===== src/epoch_timestamp_check_unit_macros.svh =====
// Assertion macros for the epoch timestamp check unit.
// Needs a clock and a reset signal in the scope where a macro is used.
`ifndef EPOCH_TIMESTAMP_CHECK_UNIT_MACROS_SVH
`define EPOCH_TIMESTAMP_CHECK_UNIT_MACROS_SVH

// same-cycle implication
`define ETC_ASSERT_NOW(label, lhs, rhs) \
   label: assert property (@(posedge clock) disable iff (reset) (lhs) |-> (rhs)) \
      else $error("etc assertion failed");

// next-cycle implication
`define ETC_ASSERT_NEXT(label, lhs, rhs) \
   label: assert property (@(posedge clock) disable iff (reset) (lhs) |=> (rhs)) \
      else $error("etc assertion failed");

`endif


===== src/etc_pkg.sv =====
// Shared types, constants and the cumulative day table of the epoch timestamp check unit.
// No dependencies.
package etc_pkg;

   localparam int STAMP_W = 44;
   localparam int ZONE_W  = 5;
   localparam int DAYS_W  = 17;
   localparam int YEAR_W  = 12;

   localparam logic [STAMP_W-1:0] SEC_LO = 44'd1000000000;
   localparam logic [STAMP_W-1:0] SEC_HI = 44'd10000000000;
   localparam logic [STAMP_W-1:0] MS_LO  = 44'd1000000000000;
   localparam logic [STAMP_W-1:0] MS_HI  = 44'd10000000000000;

   // constant divides: x / d = (x * m) >> s for any x below 2**RCP_X_W
   localparam int RCP_X_W = 27;
   localparam int RCP_M_W = 28;
   localparam int RCP_P_W = RCP_X_W + RCP_M_W;
   localparam int RCP_Q_W = 22;
   localparam int DIV_D_W = 12;
   localparam int QHI_W   = 15;

   // 1000 = 8 * 125, 86400 = 128 * 675
   localparam int MS_SHIFT  = 3;
   localparam int MS_SPLIT  = 20;
   localparam int DAY_SHIFT = 7;

   localparam logic [DIV_D_W-1:0] DIV_MS_D   = 12'd125;
   localparam logic [DIV_D_W-1:0] DIV_DAY_D  = 12'd675;
   localparam logic [DIV_D_W-1:0] DIV_HOUR_D = 12'd3600;
   localparam logic [DIV_D_W-1:0] DIV_MIN_D  = 12'd60;

   localparam int DIV_MS_S   = 34;
   localparam int DIV_DAY_S  = 37;
   localparam int DIV_HOUR_S = 39;
   localparam int DIV_MIN_S  = 33;

   localparam logic [RCP_M_W-1:0] DIV_MS_M =
      RCP_M_W'(((64'd1 << DIV_MS_S) + 64'(DIV_MS_D) - 64'd1) / 64'(DIV_MS_D));
   localparam logic [RCP_M_W-1:0] DIV_DAY_M =
      RCP_M_W'(((64'd1 << DIV_DAY_S) + 64'(DIV_DAY_D) - 64'd1) / 64'(DIV_DAY_D));
   localparam logic [RCP_M_W-1:0] DIV_HOUR_M =
      RCP_M_W'(((64'd1 << DIV_HOUR_S) + 64'(DIV_HOUR_D) - 64'd1) / 64'(DIV_HOUR_D));
   localparam logic [RCP_M_W-1:0] DIV_MIN_M =
      RCP_M_W'(((64'd1 << DIV_MIN_S) + 64'(DIV_MIN_D) - 64'd1) / 64'(DIV_MIN_D));

   localparam logic [YEAR_W-1:0] BASE_YEAR   = 12'd1970;
   localparam logic [YEAR_W-1:0] LAST_YEAR   = 12'd2099;
   localparam logic [6:0]        BASE_MOD100 = 7'd70;
   localparam logic [8:0]        BASE_MOD400 = 9'd370;
   localparam logic [ZONE_W-1:0] ZONE_RESET  = 5'd8;

   typedef enum logic [3:0] {
      ST_IDLE, ST_CLASS, ST_MS_GO, ST_MS_WAIT, ST_ZONE, ST_DAY_GO, ST_DAY_WAIT,
      ST_YEAR, ST_MONTH, ST_HR_GO, ST_HR_WAIT, ST_MIN_GO, ST_MIN_WAIT, ST_DONE
   } state_type;

   typedef enum logic [1:0] {DIV_MS, DIV_DAY, DIV_HOUR, DIV_MIN} div_sel_type;

   typedef struct packed {
      logic        load;
      logic        div_start;
      div_sel_type div_sel;
      logic        div_take;
      logic        add_zone;
      logic        year_step;
      logic        month_step;
      logic        month_fin;
      logic        capture;
   } cmd_type;

   typedef struct packed {
      logic fmt_bad;
      logic fmt_ms;
      logic div_busy;
      logic year_done;
      logic month_done;
   } status_type;

   function automatic logic [8:0] cum_days(input logic leap, input logic [3:0] idx);
      logic [8:0] base;
      case (idx)
         4'd0:    base = 9'd0;
         4'd1:    base = 9'd31;
         4'd2:    base = 9'd59;
         4'd3:    base = 9'd90;
         4'd4:    base = 9'd120;
         4'd5:    base = 9'd151;
         4'd6:    base = 9'd181;
         4'd7:    base = 9'd212;
         4'd8:    base = 9'd243;
         4'd9:    base = 9'd273;
         4'd10:   base = 9'd304;
         4'd11:   base = 9'd334;
         4'd12:   base = 9'd365;
         default: base = 9'd0;
      endcase
      return base + 9'((leap && idx >= 4'd2 && idx <= 4'd12) ? 1 : 0);
   endfunction

endpackage


===== src/etc_if.sv =====
// Channel interfaces of the epoch timestamp check unit: request, response, csr write.
// Depends on etc_pkg.
interface etc_req_if import etc_pkg::*; ();
   logic               valid;
   logic               ready;
   logic [STAMP_W-1:0] stamp;
   modport source (output valid, output stamp, input ready);
   modport sink   (input valid, input stamp, output ready);
endinterface

interface etc_rsp_if import etc_pkg::*; ();
   logic              valid;
   logic              ready;
   logic              valid_res;
   logic [YEAR_W-1:0] year_out;
   logic [3:0]        month_out;
   logic [4:0]        day_out;
   logic [4:0]        hour_out;
   logic [5:0]        minute_out;
   logic [5:0]        second_out;
   modport source (output valid, output valid_res, output year_out, output month_out,
                   output day_out, output hour_out, output minute_out, output second_out,
                   input ready);
   modport sink   (input valid, input valid_res, input year_out, input month_out,
                   input day_out, input hour_out, input minute_out, input second_out,
                   output ready);
endinterface

interface etc_csr_if import etc_pkg::*; ();
   logic              valid;
   logic              ready;
   logic [ZONE_W-1:0] data;
   modport source (output valid, output data, input ready);
   modport sink   (input valid, input data, output ready);
endinterface


===== src/etc_div.sv =====
// Constant divider by reciprocal multiplication: the quotient is registered first, the remainder in the next cycle.
// Milliseconds take two such passes. Depends on etc_pkg.
module etc_div import etc_pkg::*; (
   input  logic               clock,
   input  logic               reset,
   input  logic               start,
   input  div_sel_type        sel,
   input  logic [STAMP_W-1:0] dividend,
   output logic               busy,
   output logic [STAMP_W-1:0] quotient,
   output logic [DAYS_W-1:0]  remainder
);
   logic               busy_ff, busy_in;
   logic               phase_ff, phase_in;
   logic               pass_ff, pass_in;
   div_sel_type        sel_ff, sel_in;
   logic [STAMP_W-1:0] num_ff, num_in;
   logic [RCP_Q_W-1:0] q_ff, q_in;
   logic [QHI_W-1:0]   qhi_ff, qhi_in;
   logic [DAYS_W-1:0]  rem_ff, rem_in;
   logic [RCP_X_W-1:0] x;
   logic [RCP_M_W-1:0] m;
   logic [DIV_D_W-1:0] d;
   logic [RCP_P_W-1:0] prod;
   logic [RCP_Q_W-1:0] q_est;
   logic [RCP_X_W-1:0] rx;

   always_comb begin
      case (sel_ff)
         DIV_MS: begin
            // high part first, then its remainder joined to the low part
            x = pass_ff ? {rem_ff[6:0], num_ff[MS_SHIFT+MS_SPLIT-1:MS_SHIFT]}
                        : RCP_X_W'(num_ff[STAMP_W-1:MS_SHIFT+MS_SPLIT]);
            m = DIV_MS_M;
            d = DIV_MS_D;
         end
         DIV_DAY: begin
            x = num_ff[DAY_SHIFT+RCP_X_W-1:DAY_SHIFT];
            m = DIV_DAY_M;
            d = DIV_DAY_D;
         end
         DIV_HOUR: begin
            x = RCP_X_W'(num_ff[DAYS_W-1:0]);
            m = DIV_HOUR_M;
            d = DIV_HOUR_D;
         end
         DIV_MIN: begin
            x = RCP_X_W'(num_ff[DAYS_W-1:0]);
            m = DIV_MIN_M;
            d = DIV_MIN_D;
         end
         default: begin
            x = '0;
            m = '0;
            d = '0;
         end
      endcase
      prod = RCP_P_W'(x) * RCP_P_W'(m);
      case (sel_ff)
         DIV_MS:   q_est = RCP_Q_W'(prod >> DIV_MS_S);
         DIV_DAY:  q_est = RCP_Q_W'(prod >> DIV_DAY_S);
         DIV_HOUR: q_est = RCP_Q_W'(prod >> DIV_HOUR_S);
         DIV_MIN:  q_est = RCP_Q_W'(prod >> DIV_MIN_S);
         default:  q_est = '0;
      endcase
      rx = x - RCP_X_W'(RCP_X_W'(q_ff) * RCP_X_W'(d));
   end

   always_comb begin
      busy_in  = busy_ff;
      phase_in = phase_ff;
      pass_in  = pass_ff;
      sel_in   = sel_ff;
      num_in   = num_ff;
      q_in     = q_ff;
      qhi_in   = qhi_ff;
      rem_in   = rem_ff;
      if (start) begin
         busy_in  = 1'b1;
         phase_in = 1'b0;
         pass_in  = 1'b0;
         sel_in   = sel;
         num_in   = dividend;
      end else if (busy_ff) begin
         if (!phase_ff) begin
            q_in     = q_est;
            phase_in = 1'b1;
         end else begin
            phase_in = 1'b0;
            if (sel_ff == DIV_DAY) rem_in = {rx[9:0], num_ff[DAY_SHIFT-1:0]};
            else                   rem_in = DAYS_W'(rx);
            if (sel_ff == DIV_MS && !pass_ff) begin
               qhi_in  = q_ff[QHI_W-1:0];
               pass_in = 1'b1;
            end else begin
               busy_in = 1'b0;
            end
         end
      end
   end

   always_ff @(posedge clock) begin
      if (reset) begin
         busy_ff  <= 1'b0;
         phase_ff <= 1'b0;
         pass_ff  <= 1'b0;
      end else begin
         busy_ff  <= busy_in;
         phase_ff <= phase_in;
         pass_ff  <= pass_in;
      end
      sel_ff <= sel_in;
      num_ff <= num_in;
      q_ff   <= q_in;
      qhi_ff <= qhi_in;
      rem_ff <= rem_in;
   end

   assign busy      = busy_ff;
   assign quotient  = (sel_ff == DIV_MS) ? STAMP_W'({qhi_ff, q_ff[MS_SPLIT-1:0]})
                                         : STAMP_W'(q_ff);
   assign remainder = rem_ff;
endmodule


===== src/etc_dpath.sv =====
// Datapath: zone register, working registers, year and month walk, result register.
// Depends on etc_pkg and etc_div.
module etc_dpath import etc_pkg::*; (
   input  logic               clock,
   input  logic               reset,
   input  cmd_type            cmd,
   output status_type         status,
   input  logic               csr_we,
   input  logic [ZONE_W-1:0]  csr_data,
   input  logic [STAMP_W-1:0] stamp,
   output logic               valid_res,
   output logic [YEAR_W-1:0]  year_out,
   output logic [3:0]         month_out,
   output logic [4:0]         day_out,
   output logic [4:0]         hour_out,
   output logic [5:0]         minute_out,
   output logic [5:0]         second_out
);
   logic [ZONE_W-1:0]  zone_ff;
   logic [STAMP_W-1:0] t_ff;
   logic               bad_ff, ms_ff;
   logic [DAYS_W-1:0]  days_ff, clk_ff;
   logic [YEAR_W-1:0]  year_ff;
   logic [6:0]         c100_ff;
   logic [8:0]         c400_ff;
   logic [3:0]         month_ff;
   logic [4:0]         hour_ff;
   logic [5:0]         minute_ff, second_ff;

   logic               leap;
   logic [8:0]         ylen;
   logic [8:0]         next_cum;
   logic signed [17:0] zone_secs;
   logic [STAMP_W-1:0] div_dividend, div_q;
   logic [DAYS_W-1:0]  div_r;
   logic               div_busy;

   etc_div u_div (
      .clock     (clock),
      .reset     (reset),
      .start     (cmd.div_start),
      .sel       (cmd.div_sel),
      .dividend  (div_dividend),
      .busy      (div_busy),
      .quotient  (div_q),
      .remainder (div_r)
   );

   always_comb begin
      case (cmd.div_sel)
         DIV_MS:   div_dividend = t_ff;
         DIV_DAY:  div_dividend = t_ff;
         DIV_HOUR: div_dividend = STAMP_W'(clk_ff);
         DIV_MIN:  div_dividend = STAMP_W'(clk_ff);
         default:  div_dividend = t_ff;
      endcase
   end

   assign leap      = (year_ff[1:0] == 2'd0 && c100_ff != 7'd0) || c400_ff == 9'd0;
   assign ylen      = leap ? 9'd366 : 9'd365;
   assign next_cum  = cum_days(leap, month_ff + 4'd1);
   assign zone_secs = 18'($signed(zone_ff)) * 18'sd3600;

   assign status.fmt_bad    = bad_ff;
   assign status.fmt_ms     = ms_ff;
   assign status.div_busy   = div_busy;
   assign status.year_done  = days_ff < DAYS_W'(ylen);
   assign status.month_done = !(month_ff < 4'd11 && days_ff >= DAYS_W'(next_cum));

   always_ff @(posedge clock) begin
      if (reset) begin
         zone_ff <= ZONE_RESET;
      end else if (csr_we) begin
         zone_ff <= csr_data;
      end
   end

   always_ff @(posedge clock) begin
      if (cmd.load) begin
         t_ff   <= stamp;
         ms_ff  <= stamp >= MS_LO && stamp < MS_HI;
         bad_ff <= !((stamp >= SEC_LO && stamp < SEC_HI) || (stamp >= MS_LO && stamp < MS_HI));
      end
      if (cmd.add_zone) begin
         t_ff <= t_ff + STAMP_W'(zone_secs);
      end
      if (cmd.div_take) begin
         case (cmd.div_sel)
            DIV_MS: begin
               t_ff <= div_q;
            end
            DIV_DAY: begin
               days_ff  <= div_q[DAYS_W-1:0];
               clk_ff   <= div_r;
               year_ff  <= BASE_YEAR;
               c100_ff  <= BASE_MOD100;
               c400_ff  <= BASE_MOD400;
               month_ff <= 4'd0;
            end
            DIV_HOUR: begin
               hour_ff <= div_q[4:0];
               clk_ff  <= div_r;
            end
            DIV_MIN: begin
               minute_ff <= div_q[5:0];
               second_ff <= div_r[5:0];
            end
            default: begin
            end
         endcase
      end
      // walk one year per cycle from the base year
      if (cmd.year_step) begin
         days_ff <= days_ff - DAYS_W'(ylen);
         year_ff <= year_ff + 1'b1;
         c100_ff <= (c100_ff == 7'd99) ? 7'd0 : c100_ff + 1'b1;
         c400_ff <= (c400_ff == 9'd399) ? 9'd0 : c400_ff + 1'b1;
      end
      if (cmd.month_step) begin
         month_ff <= month_ff + 1'b1;
      end
      if (cmd.month_fin) begin
         days_ff <= days_ff - DAYS_W'(cum_days(leap, month_ff));
      end
      if (cmd.capture) begin
         if (bad_ff) begin
            valid_res  <= 1'b0;
            year_out   <= '0;
            month_out  <= '0;
            day_out    <= '0;
            hour_out   <= '0;
            minute_out <= '0;
            second_out <= '0;
         end else begin
            valid_res  <= year_ff >= BASE_YEAR && year_ff <= LAST_YEAR;
            year_out   <= year_ff;
            month_out  <= month_ff + 4'd1;
            day_out    <= 5'(days_ff + 1'b1);
            hour_out   <= hour_ff;
            minute_out <= minute_ff;
            second_out <= second_ff;
         end
      end
   end
endmodule


===== src/etc_ctrl.sv =====
// Controller state machine: sequences divides, year and month walks, result handoff.
// Depends on etc_pkg.
module etc_ctrl import etc_pkg::*; (
   input  logic       clock,
   input  logic       reset,
   input  logic       req_valid,
   output logic       req_ready,
   output logic       rsp_valid,
   input  logic       rsp_ready,
   input  status_type status,
   output cmd_type    cmd
);
   state_type state_ff, state_in;
   logic      rsp_valid_ff, rsp_valid_in;
   logic      out_free;

   assign out_free  = !rsp_valid_ff || rsp_ready;
   assign req_ready = state_ff == ST_IDLE;
   assign rsp_valid = rsp_valid_ff;

   always_comb begin
      state_in = state_ff;
      case (state_ff)
         ST_IDLE:     if (req_valid) state_in = ST_CLASS;
         ST_CLASS: begin
            if (status.fmt_bad)     state_in = ST_DONE;
            else if (status.fmt_ms) state_in = ST_MS_GO;
            else                    state_in = ST_ZONE;
         end
         ST_MS_GO:    state_in = ST_MS_WAIT;
         ST_MS_WAIT:  if (!status.div_busy) state_in = ST_ZONE;
         ST_ZONE:     state_in = ST_DAY_GO;
         ST_DAY_GO:   state_in = ST_DAY_WAIT;
         ST_DAY_WAIT: if (!status.div_busy) state_in = ST_YEAR;
         ST_YEAR:     if (status.year_done) state_in = ST_MONTH;
         ST_MONTH:    if (status.month_done) state_in = ST_HR_GO;
         ST_HR_GO:    state_in = ST_HR_WAIT;
         ST_HR_WAIT:  if (!status.div_busy) state_in = ST_MIN_GO;
         ST_MIN_GO:   state_in = ST_MIN_WAIT;
         ST_MIN_WAIT: if (!status.div_busy) state_in = ST_DONE;
         ST_DONE:     if (out_free) state_in = ST_IDLE;
         default:     state_in = ST_IDLE;
      endcase
   end

   always_comb begin
      cmd = '0;
      cmd.div_sel = DIV_DAY;
      case (state_ff)
         ST_IDLE:     cmd.load = req_valid;
         ST_MS_GO:    begin cmd.div_sel = DIV_MS; cmd.div_start = 1'b1; end
         ST_MS_WAIT:  begin cmd.div_sel = DIV_MS; cmd.div_take = !status.div_busy; end
         ST_ZONE:     cmd.add_zone = 1'b1;
         ST_DAY_GO:   cmd.div_start = 1'b1;
         ST_DAY_WAIT: cmd.div_take = !status.div_busy;
         ST_YEAR:     cmd.year_step = !status.year_done;
         ST_MONTH: begin
            cmd.month_step = !status.month_done;
            cmd.month_fin  = status.month_done;
         end
         ST_HR_GO:    begin cmd.div_sel = DIV_HOUR; cmd.div_start = 1'b1; end
         ST_HR_WAIT:  begin cmd.div_sel = DIV_HOUR; cmd.div_take = !status.div_busy; end
         ST_MIN_GO:   begin cmd.div_sel = DIV_MIN; cmd.div_start = 1'b1; end
         ST_MIN_WAIT: begin cmd.div_sel = DIV_MIN; cmd.div_take = !status.div_busy; end
         ST_DONE:     cmd.capture = out_free;
         default:     cmd = '0;
      endcase
   end

   always_comb begin
      rsp_valid_in = rsp_valid_ff;
      if (cmd.capture)    rsp_valid_in = 1'b1;
      else if (rsp_ready) rsp_valid_in = 1'b0;
   end

   always_ff @(posedge clock) begin
      if (reset) begin
         state_ff     <= ST_IDLE;
         rsp_valid_ff <= 1'b0;
      end else begin
         state_ff     <= state_in;
         rsp_valid_ff <= rsp_valid_in;
      end
   end
endmodule


===== src/epoch_timestamp_check_unit.sv =====
// Epoch timestamp check unit: one request at a time, one response per request.
// A stamp with a wrong digit count goes straight to the response; otherwise the run takes an extra
// divide pass for milliseconds and grows with the years since 1970 (up to 316) and the month index
// (up to 11), set by the one-year-per-cycle walk. A new request is taken in the cycle after the response
// is loaded; the response register holds a result while the next request is accepted.
// Synchronous active-high reset idles the controller and sets the zone offset to 8 hours.
module epoch_timestamp_check_unit import etc_pkg::*; (
   input logic       clock,
   input logic       reset,
   etc_req_if.sink   req_chan,
   etc_rsp_if.source rsp_chan,
   etc_csr_if.sink   csr_chan
);
   `include "epoch_timestamp_check_unit_macros.svh"

   cmd_type    cmd;
   status_type status;

   assign csr_chan.ready = 1'b1;

   etc_ctrl u_ctrl (
      .clock     (clock),
      .reset     (reset),
      .req_valid (req_chan.valid),
      .req_ready (req_chan.ready),
      .rsp_valid (rsp_chan.valid),
      .rsp_ready (rsp_chan.ready),
      .status    (status),
      .cmd       (cmd)
   );

   etc_dpath u_dpath (
      .clock      (clock),
      .reset      (reset),
      .cmd        (cmd),
      .status     (status),
      .csr_we     (csr_chan.valid),
      .csr_data   (csr_chan.data),
      .stamp      (req_chan.stamp),
      .valid_res  (rsp_chan.valid_res),
      .year_out   (rsp_chan.year_out),
      .month_out  (rsp_chan.month_out),
      .day_out    (rsp_chan.day_out),
      .hour_out   (rsp_chan.hour_out),
      .minute_out (rsp_chan.minute_out),
      .second_out (rsp_chan.second_out)
   );

   `ETC_ASSERT_NEXT(a_busy_after_accept, req_chan.valid && req_chan.ready, !req_chan.ready)
   `ETC_ASSERT_NOW(a_capture_free, cmd.capture, !rsp_chan.valid || rsp_chan.ready)
   `ETC_ASSERT_NOW(a_valid_year, rsp_chan.valid && rsp_chan.valid_res,
      rsp_chan.year_out >= BASE_YEAR && rsp_chan.year_out <= LAST_YEAR)
   `ETC_ASSERT_NOW(a_valid_date, rsp_chan.valid && rsp_chan.valid_res,
      rsp_chan.month_out >= 4'd1 && rsp_chan.month_out <= 4'd12 && rsp_chan.day_out != 5'd0)
endmodule


===== src/flat_wrapper.sv =====
// flat-port wrapper written by rule: the top's interface ports become plain ports
module epoch_timestamp_check_unit_flat import etc_pkg::*;
  (clock, reset, req_chan_valid, req_chan_stamp, req_chan_ready, rsp_chan_valid, rsp_chan_valid_res, rsp_chan_year_out, rsp_chan_month_out, rsp_chan_day_out, rsp_chan_hour_out, rsp_chan_minute_out, rsp_chan_second_out, rsp_chan_ready, csr_chan_valid, csr_chan_data, csr_chan_ready);
  etc_req_if req_chan_i ();
  etc_rsp_if rsp_chan_i ();
  etc_csr_if csr_chan_i ();
  input logic clock;
  input logic reset;
  input wire logic [$bits(req_chan_i.valid)-1:0] req_chan_valid;
  input wire logic [$bits(req_chan_i.stamp)-1:0] req_chan_stamp;
  output wire logic [$bits(req_chan_i.ready)-1:0] req_chan_ready;
  output wire logic [$bits(rsp_chan_i.valid)-1:0] rsp_chan_valid;
  output wire logic [$bits(rsp_chan_i.valid_res)-1:0] rsp_chan_valid_res;
  output wire logic [$bits(rsp_chan_i.year_out)-1:0] rsp_chan_year_out;
  output wire logic [$bits(rsp_chan_i.month_out)-1:0] rsp_chan_month_out;
  output wire logic [$bits(rsp_chan_i.day_out)-1:0] rsp_chan_day_out;
  output wire logic [$bits(rsp_chan_i.hour_out)-1:0] rsp_chan_hour_out;
  output wire logic [$bits(rsp_chan_i.minute_out)-1:0] rsp_chan_minute_out;
  output wire logic [$bits(rsp_chan_i.second_out)-1:0] rsp_chan_second_out;
  input wire logic [$bits(rsp_chan_i.ready)-1:0] rsp_chan_ready;
  input wire logic [$bits(csr_chan_i.valid)-1:0] csr_chan_valid;
  input wire logic [$bits(csr_chan_i.data)-1:0] csr_chan_data;
  output wire logic [$bits(csr_chan_i.ready)-1:0] csr_chan_ready;
  assign req_chan_i.valid = req_chan_valid;
  assign req_chan_i.stamp = req_chan_stamp;
  assign req_chan_ready = req_chan_i.ready;
  assign rsp_chan_valid = rsp_chan_i.valid;
  assign rsp_chan_valid_res = rsp_chan_i.valid_res;
  assign rsp_chan_year_out = rsp_chan_i.year_out;
  assign rsp_chan_month_out = rsp_chan_i.month_out;
  assign rsp_chan_day_out = rsp_chan_i.day_out;
  assign rsp_chan_hour_out = rsp_chan_i.hour_out;
  assign rsp_chan_minute_out = rsp_chan_i.minute_out;
  assign rsp_chan_second_out = rsp_chan_i.second_out;
  assign rsp_chan_i.ready = rsp_chan_ready;
  assign csr_chan_i.valid = csr_chan_valid;
  assign csr_chan_i.data = csr_chan_data;
  assign csr_chan_ready = csr_chan_i.ready;
  epoch_timestamp_check_unit u_core (.clock(clock), .reset(reset), .req_chan(req_chan_i), .rsp_chan(rsp_chan_i), .csr_chan(csr_chan_i));
endmodule

===== config.mk =====
export PLATFORM = sky130hd
export DESIGN_NAME = epoch_timestamp_check_unit_flat
export DESIGN_NICKNAME = d
export VERILOG_FILES = /design/src/etc_pkg.sv /design/src/etc_if.sv /design/src/etc_div.sv /design/src/etc_dpath.sv /design/src/etc_ctrl.sv /design/src/epoch_timestamp_check_unit.sv /design/src/flat_wrapper.sv
export VERILOG_INCLUDE_DIRS = /design/src /design/src/src
export SDC_FILE = /design/constraint.sdc
export NUM_CORES = 2
export LEC_CHECK = 0
export ABC_AREA = 1
export BUFFER_PORTS_ARGS = -buffer_cell sky130_fd_sc_hd__buf_2
export CORE_ASPECT_RATIO = 0.7
export CORE_MARGIN = 2
export CORE_UTILIZATION = 45
export DETAILED_ROUTE_END_ITERATION = 7
export MAX_ROUTING_LAYER = met4
export PLACE_DENSITY = 0.57
export SLEW_MARGIN = 20
export SYNTH_ARGS = -nofsm -noshare
export SYNTH_HDL_FRONTEND = slang
export SYNTH_HIERARCHICAL = 1
export SYNTH_SLANG_ARGS = --single-unit

===== constraint.sdc =====
create_clock -name clock -period 22 [get_ports clock]
set_input_delay 2.2 -clock clock [delete_from_list [all_inputs] [get_ports clock]]
set_output_delay 2.2 -clock clock [all_outputs]
set_load 0.005 [all_outputs]

==> results by group <==
Outcome
  • Outcome: finished clean

Finish
  • Layout cells sized above 1: around 5.5%
  • Post-layout util: between 40% and 50%
  • Multi-input logic area: between 30,000 and 40,000 um2
  • Final std cells w/o fill: 7,207
  • Storage element area: 8050 um2
  • Layout area overhead: 6.31%
  • Most common cell after layout, fill and taps aside: inv_1
  • # fillers: just over 10,000
  • Nets: 6,998
  • Highest-count cells in the layout ignoring fill and taps: inv_1 (1,465), nand2_1 (930), nor2_1 (663)

Yosys
  • Top cell type's share of synthesized area: between 20 and 30%
  • Gate Count Post-Synth: approximately 5,800
  • Largest cells by area after synthesis: fa_1 (28%), edfxtp_1 (15%), ha_1 (13%), inv_1 (12%), nand2_1 (7.7%)
  • Post-synth EDFFs: between 200 and 250
  • Synth Cell Area: approximately 46,000 um2
  • Unique cell type count in the Yosys netlist: ~60
  • Warnings from Yosys: 6
  • Mean Syn Cell Area: 7.87 um2
  • Yosys top cell by area: fa_1
  • #FFs+latches synth: 290
  • Seq/Total Area, Yosys: 17.6%
  • Async S/R FF share, synth: 0%
  • Ys flop type: edfxtp_1

Setup path
  • Worst R2R Path Depth: 34
  • CP peak stage delay: roughly 950 ps
  • Arrival time at the worst endpoint: approximately 11,000 ps
  • Worst Path Max Fanout: 34
  • Buf+Inv Stages, Crit Path: 10
  • WP data required: approximately 22,000 ps
  • R2R Path Start: u_core/u_dpath/u_div/sel_ff[0]
  • Setup CP Type: reg2reg
  • R2R setup slack: 11,220 ps
  • CP endpoint kind: flop
  • RR Endpoint: u_core/u_dpath/u_div/q_ff[8]
  • Top delay family on crit path: adder cells
  • Most numerous cell on the critical path: fa_1
  • Worst setup SP type: flop
  • Crit path max-delay cell type: nor2_1

Timing
  • Slew Limit Fails: 0
  • Worst Tran Pin Value: around 1200 ps
  • Clock Skews: 23.4 ps
  • Setup total negative slack: 0 ps
  • RSZ-0062 raised after global routing: false
  • Tmin final: 10,780 ps
  • Final worst path period share: between 40 and 50%
  • Normalized max-slew margin: 20.4%
  • Final Hold Vio Count: 0
  • # setup viols final: 0
  • FMAX: between 0.09 and 0.1 GHz

Worst hold path
  • Hold EP: u_core/u_dpath/clk_ff[10]
  • WHS Path Cells: 0
  • Hold Path Origin: u_core/u_dpath/u_div/remainder[10]
  • Hold Path Class: reg2reg

Placed design
  • Placed Cells: between 7,000 and 8,000
  • Placer Congestion: between 1 and 1.5
  • Number of port buffers: between 90 and 100
  • Detailed Place HPWL: 149 mm

Clock network
  • Postcts setup bufs: 0
  • Clk Latency, worst-skew pair: around 600 ps
  • CTS tree: done
  • H-Tree Depth: 1
  • CTS Hold Buffers Added: 0
  • CTS Root Cell: clkbuf_16
  • Clock transition at path regs: approximately 70 ps
  • Resize count post-CTS: 0
  • Clock Path Buffers: 3
  • Clock Sinks: 290
  • CTS Buf Count: 28

Routing
  • Routed WL: 173 mm
  • TritonRoute pass-1 iters: 6
  • Routed WL per cell: 24.0 um
  • DR vias: approximately 39,000
  • DRT antenna net count: 0
  • Remaining DRCs: 0
  • Avg Vias per Cell: between 5 and 6
  • DRT iter0 DRCs: around 4,300

Global routing
  • Pin count of the biggest net entering global routing: 67
  • Total gr overflow: 0
  • Total GRT Usage: roughly 35%
  • Initial antenna violation count: 9
  • First-pass GRT wire length: about 260 mm
  • Vias in the first global route: around 37,000

Die
  • Cell row count: between 90 and 100
  • Total die area: around 100,000 um2
  • IO Pins: 96
  • Die H: about 270 um
  • Die Span X: a little under 400 um
  • Core Region: between 100,000 and 150,000 um2
  • Initial Utilization: between 40% and 50%

Run
  • Maxcap violations: 0
[Yosys cell counts (all sizes together), types with 2 or more instances]
cell type  instances
nor4              13
fa               629
nand3b            18
o21bai            13
nand3            238
o221ai             2
o211ai            10
a21o              19
o21ai            262
o41ai              2
nand2            956
o31ai              4
clkinv             5
edfxtp           224
o21a               7
xor2              50
a211oi             9
a21boi             5
or2               36
ha               470
nor2             683
clkbuf            70
conb               3
a31oi             21
a22oi              4
mux2i              3
buf               82
nand4             34
o22ai             13
a21oi            286
xnor2             29
nor3              42
inv             1491
o2111ai            2
dfxtp             66
[registers in the layout, summed over array words and instances (netlist names), 9 cells and up, named ones only]
register and cells:
u_core/u_dpath/c400_ff 9, u_core/u_dpath/clk_ff 17, u_core/u_dpath/days_ff 17, u_core/u_dpath/t_ff 44, u_core/u_dpath/u_div/num_ff 44, u_core/u_dpath/u_div/q_ff 22, u_core/u_dpath/u_div/qhi_ff 15, u_core/u_dpath/u_div/remainder 17
u_core/u_dpath/year_ff 12, u_core/u_dpath/year_out 12
[routing by layer]
metal / global-route usage (%) / vias up / wire [um]
met2: 41.1 / 1804 / 61600
li1: - / 17774 / -
met4: 2.81 / 0 / 1520
met1: 54.0 / 18849 / 84400
met3: 15.2 / 104 / 25600
met5: - / - / 0
[stage by stage]
| step | hold WS (ps) | instance area [um2] | setup WS [ps] |
|---|---|---|---|
| 3_3_place_gp | 401 | 47600 | 11440 |
| 5_1_grt | 433 | 48600 | 10870 |
| 3_5_place_dp | 420 | 47600 | 11370 |
| 2_1_floorplan | 400 | 45700 | 14360 |
| 6_report | 425 | 48600 | 11220 |
| 4_1_cts | 425 | 48500 | 11330 |
[kinds of logic (layout without fill, tap and decap cells)]
kind of cell             Yosys count  in the layout  share of synthesized area, %
adder cells (fa/ha/maj)         1099           1099                          40.4
XOR/XNOR                          79             79                          1.51
buffers and inverters           1648           1697                          14.0
AND/OR/NAND/NOR                 2022           2022                          18.5
multiplexers                       3              3                        0.0657
other                              3             20                        0.0247
AO/OA/AOI/OAI                    661            661                          7.86
flip-flops                       290            290                          17.6
[layout make-up]
class	count	area share [%]
multi-input cells	3880	64.6
flip-flops and latches	290	16.6
inverters	1496	11.6
well taps	1336	3.44
repair buffers	149	1.82
clock buffers	28	1.44
clock inverters	24	0.551
diodes	4	0.0206
[worst max-delay path by stage]
stage | start | to | slack [ps] | cells past startpoint
after floorplan | u_core/u_dpath/u_div/sel_ff[1] | u_core/u_dpath/u_div/q_ff[14] | 14360 | 33
after global placement | u_core/u_dpath/u_div/sel_ff[0] | u_core/u_dpath/u_div/q_ff[8] | 11440 | 31
after detailed placement | u_core/u_dpath/u_div/sel_ff[0] | u_core/u_dpath/u_div/q_ff[8] | 11370 | 31
after CTS | u_core/u_dpath/u_div/sel_ff[0] | u_core/u_dpath/u_div/q_ff[8] | 11330 | 31
after global routing | u_core/u_dpath/u_div/sel_ff[0] | u_core/u_dpath/u_div/q_ff[8] | 10870 | 34
final | u_core/u_dpath/u_div/sel_ff[0] | u_core/u_dpath/u_div/q_ff[8] | 11220 | 34
Power is not shown: default switching activity piles up to over one toggle a cycle in this logic, so the estimate is an artifact.
